==> src/design/hbd_pkg.sv <==
`timescale 1ns / 1ps
`default_nettype none

package hbd_pkg;

  // fixed field widths
  localparam int SAMPLE_W = 12;
  localparam int IVAL_W   = 12;
  localparam int BPM_W    = 8;
  localparam int TIME_W   = 32;
  localparam int PERIOD_W = 4;
  localparam int TMO_W    = 16;
  localparam int CFG_IDX_W  = 2;
  localparam int CFG_DATA_W = 16;
  localparam int DIV_W    = 16;

  // divide by five through a scaled reciprocal
  localparam int DIV5_SHIFT = 14;
  localparam logic [2*IVAL_W-1:0] DIV5_RECIP = 24'd3277;

  localparam logic [DIV_W-1:0]    MS_PER_MINUTE  = 16'd60000;
  localparam logic [IVAL_W-1:0]   IVAL_MAX       = 12'd4095;
  localparam logic [BPM_W-1:0]    BPM_MAX        = 8'd255;
  localparam logic [IVAL_W-1:0]   LOST_INTERVAL  = 12'd600;
  localparam logic [IVAL_W-1:0]   RESET_INTERVAL = 12'd750;
  localparam logic [SAMPLE_W-1:0] SEED_AMP       = 12'd100;
  localparam logic [SAMPLE_W-1:0] RESET_LEVEL    = 12'd2048;

  localparam logic [PERIOD_W-1:0] RST_SAMPLE_PERIOD = 4'd2;
  localparam logic [IVAL_W-1:0]   RST_MIN_GAP       = 12'd250;
  localparam logic [TMO_W-1:0]    RST_TIMEOUT       = 16'd2500;
  localparam logic [SAMPLE_W-1:0] RST_SEED_LEVEL    = 12'd2048;

  typedef enum logic [CFG_IDX_W-1:0] {
    CFG_SAMPLE_PERIOD = 2'd0,
    CFG_MIN_GAP       = 2'd1,
    CFG_TIMEOUT       = 2'd2,
    CFG_SEED_LEVEL    = 2'd3
  } cfg_reg_e;

  typedef enum logic [3:0] {
    ST_IDLE,
    ST_TIME,
    ST_ELAP,
    ST_EVAL,
    ST_SEED,
    ST_RD,
    ST_UPD,
    ST_MEAN,
    ST_BPM,
    ST_OUT
  } hbd_state_e;

  typedef struct packed {
    logic [SAMPLE_W-1:0] sample;
  } sample_req_t;

  typedef struct packed {
    logic [CFG_IDX_W-1:0]  index;
    logic [CFG_DATA_W-1:0] data;
  } cfg_req_t;

  typedef struct packed {
    logic [BPM_W-1:0]    bpm;
    logic [IVAL_W-1:0]   beat_interval_ms;
    logic                beat_found;
    logic                pulse_high;
    logic [SAMPLE_W-1:0] amplitude;
    logic                lost;
  } result_t;

endpackage

`default_nettype wire

==> src/design/hbd_div.sv <==
`timescale 1ns / 1ps
`default_nettype none

module hbd_div (
  input  logic                      clk_i,
  input  logic                      rst_ni,
  input  logic                      start_i,
  input  logic [hbd_pkg::DIV_W-1:0] dividend_i,
  input  logic [hbd_pkg::DIV_W-1:0] divisor_i,
  output logic [hbd_pkg::DIV_W-1:0] quotient_o,
  output logic                      done_o
);
  import hbd_pkg::*;

  localparam int CNT_W = $clog2(DIV_W + 1);

  logic [DIV_W-1:0] rem_q, rem_d;
  logic [DIV_W-1:0] quo_q, quo_d;
  logic [DIV_W-1:0] dvs_q;
  logic [CNT_W-1:0] cnt_q, cnt_d;
  logic             done_q, done_d;
  logic [DIV_W:0]   trial;

  // one quotient bit per cycle, restoring
  assign trial = {rem_q, quo_q[DIV_W-1]} - {1'b0, dvs_q};

  always_comb begin
    rem_d  = rem_q;
    quo_d  = quo_q;
    cnt_d  = cnt_q;
    done_d = 1'b0;
    if (start_i) begin
      rem_d = '0;
      quo_d = dividend_i;
      cnt_d = CNT_W'(DIV_W);
    end else if (cnt_q != '0) begin
      if (!trial[DIV_W]) begin
        rem_d = trial[DIV_W-1:0];
        quo_d = {quo_q[DIV_W-2:0], 1'b1};
      end else begin
        rem_d = {rem_q[DIV_W-2:0], quo_q[DIV_W-1]};
        quo_d = {quo_q[DIV_W-2:0], 1'b0};
      end
      cnt_d  = cnt_q - 1'b1;
      done_d = (cnt_q == CNT_W'(1));
    end
  end

  always_ff @(posedge clk_i or negedge rst_ni) begin
    if (!rst_ni) begin
      cnt_q  <= '0;
      done_q <= 1'b0;
    end else begin
      cnt_q  <= cnt_d;
      done_q <= done_d;
    end
  end

  always_ff @(posedge clk_i) begin
    rem_q <= rem_d;
    quo_q <= quo_d;
    if (start_i) begin
      dvs_q <= divisor_i;
    end
  end

  assign quotient_o = quo_q;
  assign done_o     = done_q;

endmodule

`default_nettype wire

==> config.mk <==
export PLATFORM = sky130hd
export DESIGN_NAME = hbd_div
export DESIGN_NICKNAME = d
export VERILOG_FILES = /design/src/design/hbd_pkg.sv /design/src/design/hbd_div.sv
export SDC_FILE = /design/constraint.sdc
export NUM_CORES = 1
export LEC_CHECK = 0
export ABC_CLOCK_PERIOD_IN_PS = 2700
export BUFFER_PORTS_ARGS = -buffer_cell sky130_fd_sc_hd__buf_4
export CAP_MARGIN = 10
export CORE_UTILIZATION = 50
export DETAILED_ROUTE_END_ITERATION = 16
export GPL_TIMING_DRIVEN = 0
export MAX_ROUTING_LAYER = met4
export PLACE_DENSITY_LB_ADDON = 0.08
export REMOVE_ABC_BUFFERS = 1
export SETUP_SLACK_MARGIN = 0.5
export SLEW_MARGIN = 20
export SYNTH_ARGS = -nofsm -noshare
export SYNTH_HDL_FRONTEND = slang
export SYNTH_SLANG_ARGS = --single-unit
==> constraint.sdc <==
create_clock -name clk_i -period 2.7 [get_ports clk_i]
set_clock_uncertainty 0.2 [all_clocks]
set_input_delay 0.54 -clock clk_i [delete_from_list [all_inputs] [get_ports clk_i]]
set_output_delay 0.54 -clock clk_i [all_outputs]
set_load 0.005 [all_outputs]
# --- Word level (Yosys, flattened, before mapping) ---
# Cells that the tools add are included.
word_totals:
  latch_bits: 0
  reg_bits: 54
  inputBits: 35
  ramBits: 0
  mem_bits_ro: 0
  output_inout_bits: 17
  memories: 0
classes:
  eq_ne: 1
  mul: 0
  addsub: 2
  n_bitwise: 0
  n_lt_le_gt_ge: 0
  reduce_logical: 2
  div_mod_pow: 0
  mux: 8
  n_shift: 0
op_table:
  columns: ["operator", "count"]
  rows:
  - ["16-bit two-way mux", 3]
  - ["17-bit by 16-bit subtractor with 17-bit output", 1]
  - ["5-bit two-way mux", 2]
  - ["5-bit by 1-bit equality test with 1-bit output, second input constant", 1]
  - ["5-bit nonzero test", 1]
  - ["5-bit by 1-bit subtractor with 5-bit output, second input constant", 1]
  - ["1-bit two-way mux", 3]
  - ["2-bit nonzero test", 1]

# --- Logic depth before layout (Yosys ltp) ---
logic_depth:
  word_depth: 4
  depth_mapped: 11
  ltp_nobuf: 10

# --- Worst setup path before layout ---
# Ideal clock, no wire load.
synth_timing:
  path_kind: "register to register"
  from: "register quo_q[15] (netlist: quotient_o[15])"
  to: "register quo_q[0] (netlist: quotient_o[0]) (data pin)"
  setup_time_ps: 260
  t_required_ps: 2240
  stages_incl_launch_ff: 11
  setup_slack_ps: -220
  arrival_ps: 2460
  cell_sequence: "edfxtp_1 -> inv_1 -> ha_1 -> fa_1 -> nor2b_4 -> o31a_1 -> o41a_1 -> a21oi_4 -> o211ai_4 -> buf_4 -> mux2_2"
synth_via:
  elab_chain_len: 4
synth_rtl:
  columns: ["element", "line_no", "source"]
  rows:
  - ["start, declared", "hbd_div.sv:18", "logic [DIV_W-1:0] quo_q, quo_d;"]
  - ["start signal, assigned", "hbd_div.sv:61", "quo_q <= quo_d;"]
  - ["17-bit by 16-bit subtractor with 17-bit output", "hbd_div.sv:25", "assign trial = {rem_q, quo_q[DIV_W-1]} - {1'b0, dvs_q};"]
  - ["1-bit two-way mux", "hbd_div.sv:37", "if (!trial[DIV_W]) begin"]
  - ["16-bit two-way mux", "hbd_div.sv:36", "end else if (cnt_q != '0) begin"]
  - ["16-bit two-way mux", "hbd_div.sv:32", "if (start_i) begin"]
  - ["via quo_d[0]", "hbd_div.sv:18", null]
# The timed path passes the listed nets, and every way through them passes these cells. The select of a mux whose other input is x is not followed.
# A chain may end at the register's enable or synchronous reset.

# --- Worst setup path after layout ---
layout_timing:
  from: "register quo_q[15] (netlist: quotient_o[15])"
  to: "register rem_q[0]"
layout_via:
  elab_chain_len: 2
layout_rtl:
  columns: ["element", "line_no", "source"]
  rows:
  - ["17-bit by 16-bit subtractor with 17-bit output", "hbd_div.sv:25", null]
  - ["16-bit two-way mux (*)", "hbd_div.sv:37", null]
  - ["end signal, assigned", "hbd_div.sv:60", "rem_q <= rem_d;"]
  - ["end, declared", "hbd_div.sv:17", "logic [DIV_W-1:0] rem_q, rem_d;"]
# Mark *: on every way between the ends. The rest lies on a longest branch, timed or not.

==> results.yml <==
status:
  status: "finished, violations left"
  violations: "setup timing"
hold_path:
  worstHoldEndpoint: "dvs_q[12]$_DFFE_PP_"
  whs_path_depth: 1
  hp-class: "input pin to register"
  min_from: "divisor_i[12]"
yosys:
  synth_compound_area_frac: 0.176
  synth-simple-area-share: 0.126
  synth_warnings: 0
  synth_edf_count: 32
  ys_types: 60
  synth-seq-cells: 54
  avgSynthCellArea_um2: 10.8
  ys.flop_type: "edfxtp_1"
  synth_mux_area_frac: 0.0855
  synth_top_family_by_area: "compound AO/OA/AOI/OAI gates"
  synth_cells: 294
  synth-xor-area-share: 0.0360
  synthTopCellsByCount: "32 x edfxtp_1, 25 x inv_1, 23 x nor2_1, 19 x ha_1"
  yosys-top-cells-area: "edfxtp_1 30%, dfxtp_1 10%, ha_1 7.5%, mux2_2 5.7%, dfrtp_1 4.8%"
  synth_fa_ha_area_frac: 0.0816
  ys_async_sr_fraction: 0.111
  synth_most_common_cell: "edfxtp_1"
  netlist.area_leader.share: 0.304
  yosysSeqAreaShare: 0.453
  yosysTopAreaCell: "edfxtp_1"
  synth_area_um2: 3160
final_layout:
  fin_nets: 428
  final_util: 0.676
  stdcell_area_um2: 4070
  syn2layout_area_growth_pct: 28.9
  n_antenna_cell: 0
  drive_above_1_share: 0.350
cts:
  path_clk_slew_ns: 0.11
  root_buffer: "clkbuf_8"
  cts.path.max_buffers: 2
  clock_sinks: 54
  h-tree-depth: 2
  numCtsBuffers: 5
  clock_latency_ns: 0.31
  cts_tree: "built"
timing:
  timing.fmax_ghz: 0.341
  report.final.hold_viol_count: 0
  relSlewSlack: 0.505
  tightest_slew_ns: 0.742
  fin_crit_sh: 1.09
  rsz0062_at_grt: "yes"
  setup_violations: 17
  fin_crit_ns: 2.93
  layout_setup_ws_ns: -0.230
  drv_slew: 0
global_route:
  grt_max_degree: 67
  globalRouteOverflowTotal: 0
  antenna_found_initial: 0
  grt_use_total: 0.220
  grt_pass1_vias: 2336
  grt_pass1_wl_mm: 10.9
die:
  dieArea_um2: 6640
  coreArea_um2: 6030
  initial_core_util: 0.525
  rows: 28
  die_h_um: 81.5
  ioPinCount: 52
  die_w_um: 81.5
placed_design:
  place_ws_ns: -0.563
  gp_congestion: 0.848
  placed_area_um2: 3620
  dp_hpwl_mm: 4.30
  io_buffers: 51
drt:
  vias: 2526
  drtPass1Iterations: 4
  drt-total-wl_mm: 7.09
  drc: 0
  via_per_inst: 5.63
  final_antenna_net_count: 0
  wl_per_cell_um: 15.8
  drt-initial-drc-count: 102
setup_path:
  critical_path.endpoint_type: "register"
  crit_type: "register to register"
  timing.rr.start: "quotient_o[15]$_DFFE_PP_"
  cp_max_fo: 4
  ff2ff_path_depth: 10
  r2r-end: "rem_q[0]$_SDFFE_PP0P_"
  worstPathArrival_ns: 2.95
  start_kind: "register"
  cp.required_ns: 2.72
  rrSetupSlack_ns: -0.23
power:
  static-leakage-power_nw: 1.76
  peakVddDrop_mv: 0.584
  power_density_nw_per_um2: 967
job:
  maxCapViolations: 0
==> cells by family after synthesis <==
| group | count (synthesis) |
|---|---|
| fa+ha+maj | 20 |
| compound gates | 72 |
| mux | 25 |
| simple gates | 76 |
| xor+xnor | 13 |
| flops | 54 |
| buf+inv | 34 |
==> flip-flops by register name, indices dropped and copies added (netlist names) <==
signal	flops
dvs_q	16
quotient_o	16
rem_q	16
cnt_q	5
done_o	1
==> placed cells by master (no fill, tap or decap), drive strengths merged, types with 10 or more instances in the layout <==
cell / instances
buf: 79
a211oi: 12
inv: 25
a21oi: 14
dfxtp: 16
o21ai: 11
edfxtp: 32
nor2: 23
nand2: 16
xnor2: 10
mux2: 16
ha: 19
==> repair_timing <==
action,in CTS,in global routing
gates cloned,1,0
setup endpoints to repair,34,34
resized for setup,12,18
pin swaps,18,26
setup buffers,11,15
hold endpoints to repair,6,0
hold buffers,1,0
==> worst max-delay path, stage by stage, from the launching register on <==
cell      delay, ns
edfxtp_1       0.41
inv_2          0.10
ha_4           0.13
fa_2           0.22
nor2b_4        0.05
o31a_1         0.28
o41a_1         0.45
a21oi_4        0.22
o211ai_4       0.14
or4_1          0.53
o311ai_2       0.09
==> report_power, final <==
part	switching (mW)	internal, mW
Sequential	0.159	1.10
Clock	0.281	0.183
Combinational	1.10	1.12
==> worst max path at each step <==
stage / slack (ns) / cells past startpoint / end / startpoint
after floorplan: -0.53 / 4 / quotient_o[0]$_DFFE_PP_ / cnt_q[0]$_DFFE_PN0P_
after global placement: -2.02 / 4 / quotient_o[7]$_DFFE_PP_ / cnt_q[0]$_DFFE_PN0P_
after detailed placement: -0.56 / 10 / rem_q[8]$_SDFFE_PP0P_ / quotient_o[15]$_DFFE_PP_
after CTS: -0.18 / 10 / rem_q[0]$_SDFFE_PP0P_ / quotient_o[15]$_DFFE_PP_
after global routing: -0.29 / 10 / rem_q[0]$_SDFFE_PP0P_ / quotient_o[15]$_DFFE_PP_
final: -0.23 / 10 / rem_q[0]$_SDFFE_PP0P_ / quotient_o[15]$_DFFE_PP_
==> layer usage <==
layer | vias to the layer above | wire, um | global-route usage
met5 | - | 0 | -
met4 | 0 | 109 | 0.0607
met3 | 12 | 272 | 0.0389
met2 | 52 | 3400 | 0.350
met1 | 1214 | 3300 | 0.289
li1 | 1248 | - | -
==> final cells by class <==
type                    count  area (um2)
flip-flops and latches     54        1430
clock inverters             3        21.3
fillers                   499        1950
well taps                  75        93.8
clock buffers               5        68.8
inverters                  25        93.8
repair buffers             80         642
multi-input cells         207        1720
==> per-stage QoR <==
stage | power [mW] | instances | hold slack, ns | setup TNS [ns]
final | 3.94 | 449 | 0.197 | -2.14
after global routing | 4.19 | 449 | 0.189 | -3.71
after CTS | 3.68 | 434 | 0.190 | -1.66
after detailed placement | 2.93 | 413 | 0.153 | -7.16
after global placement | 2.88 | 411 | 0.151 | -47.53
after floorplan | 2.47 | 285 | 0.0444 | -10.08
Note: power is estimated with default switching activity, not from simulation.
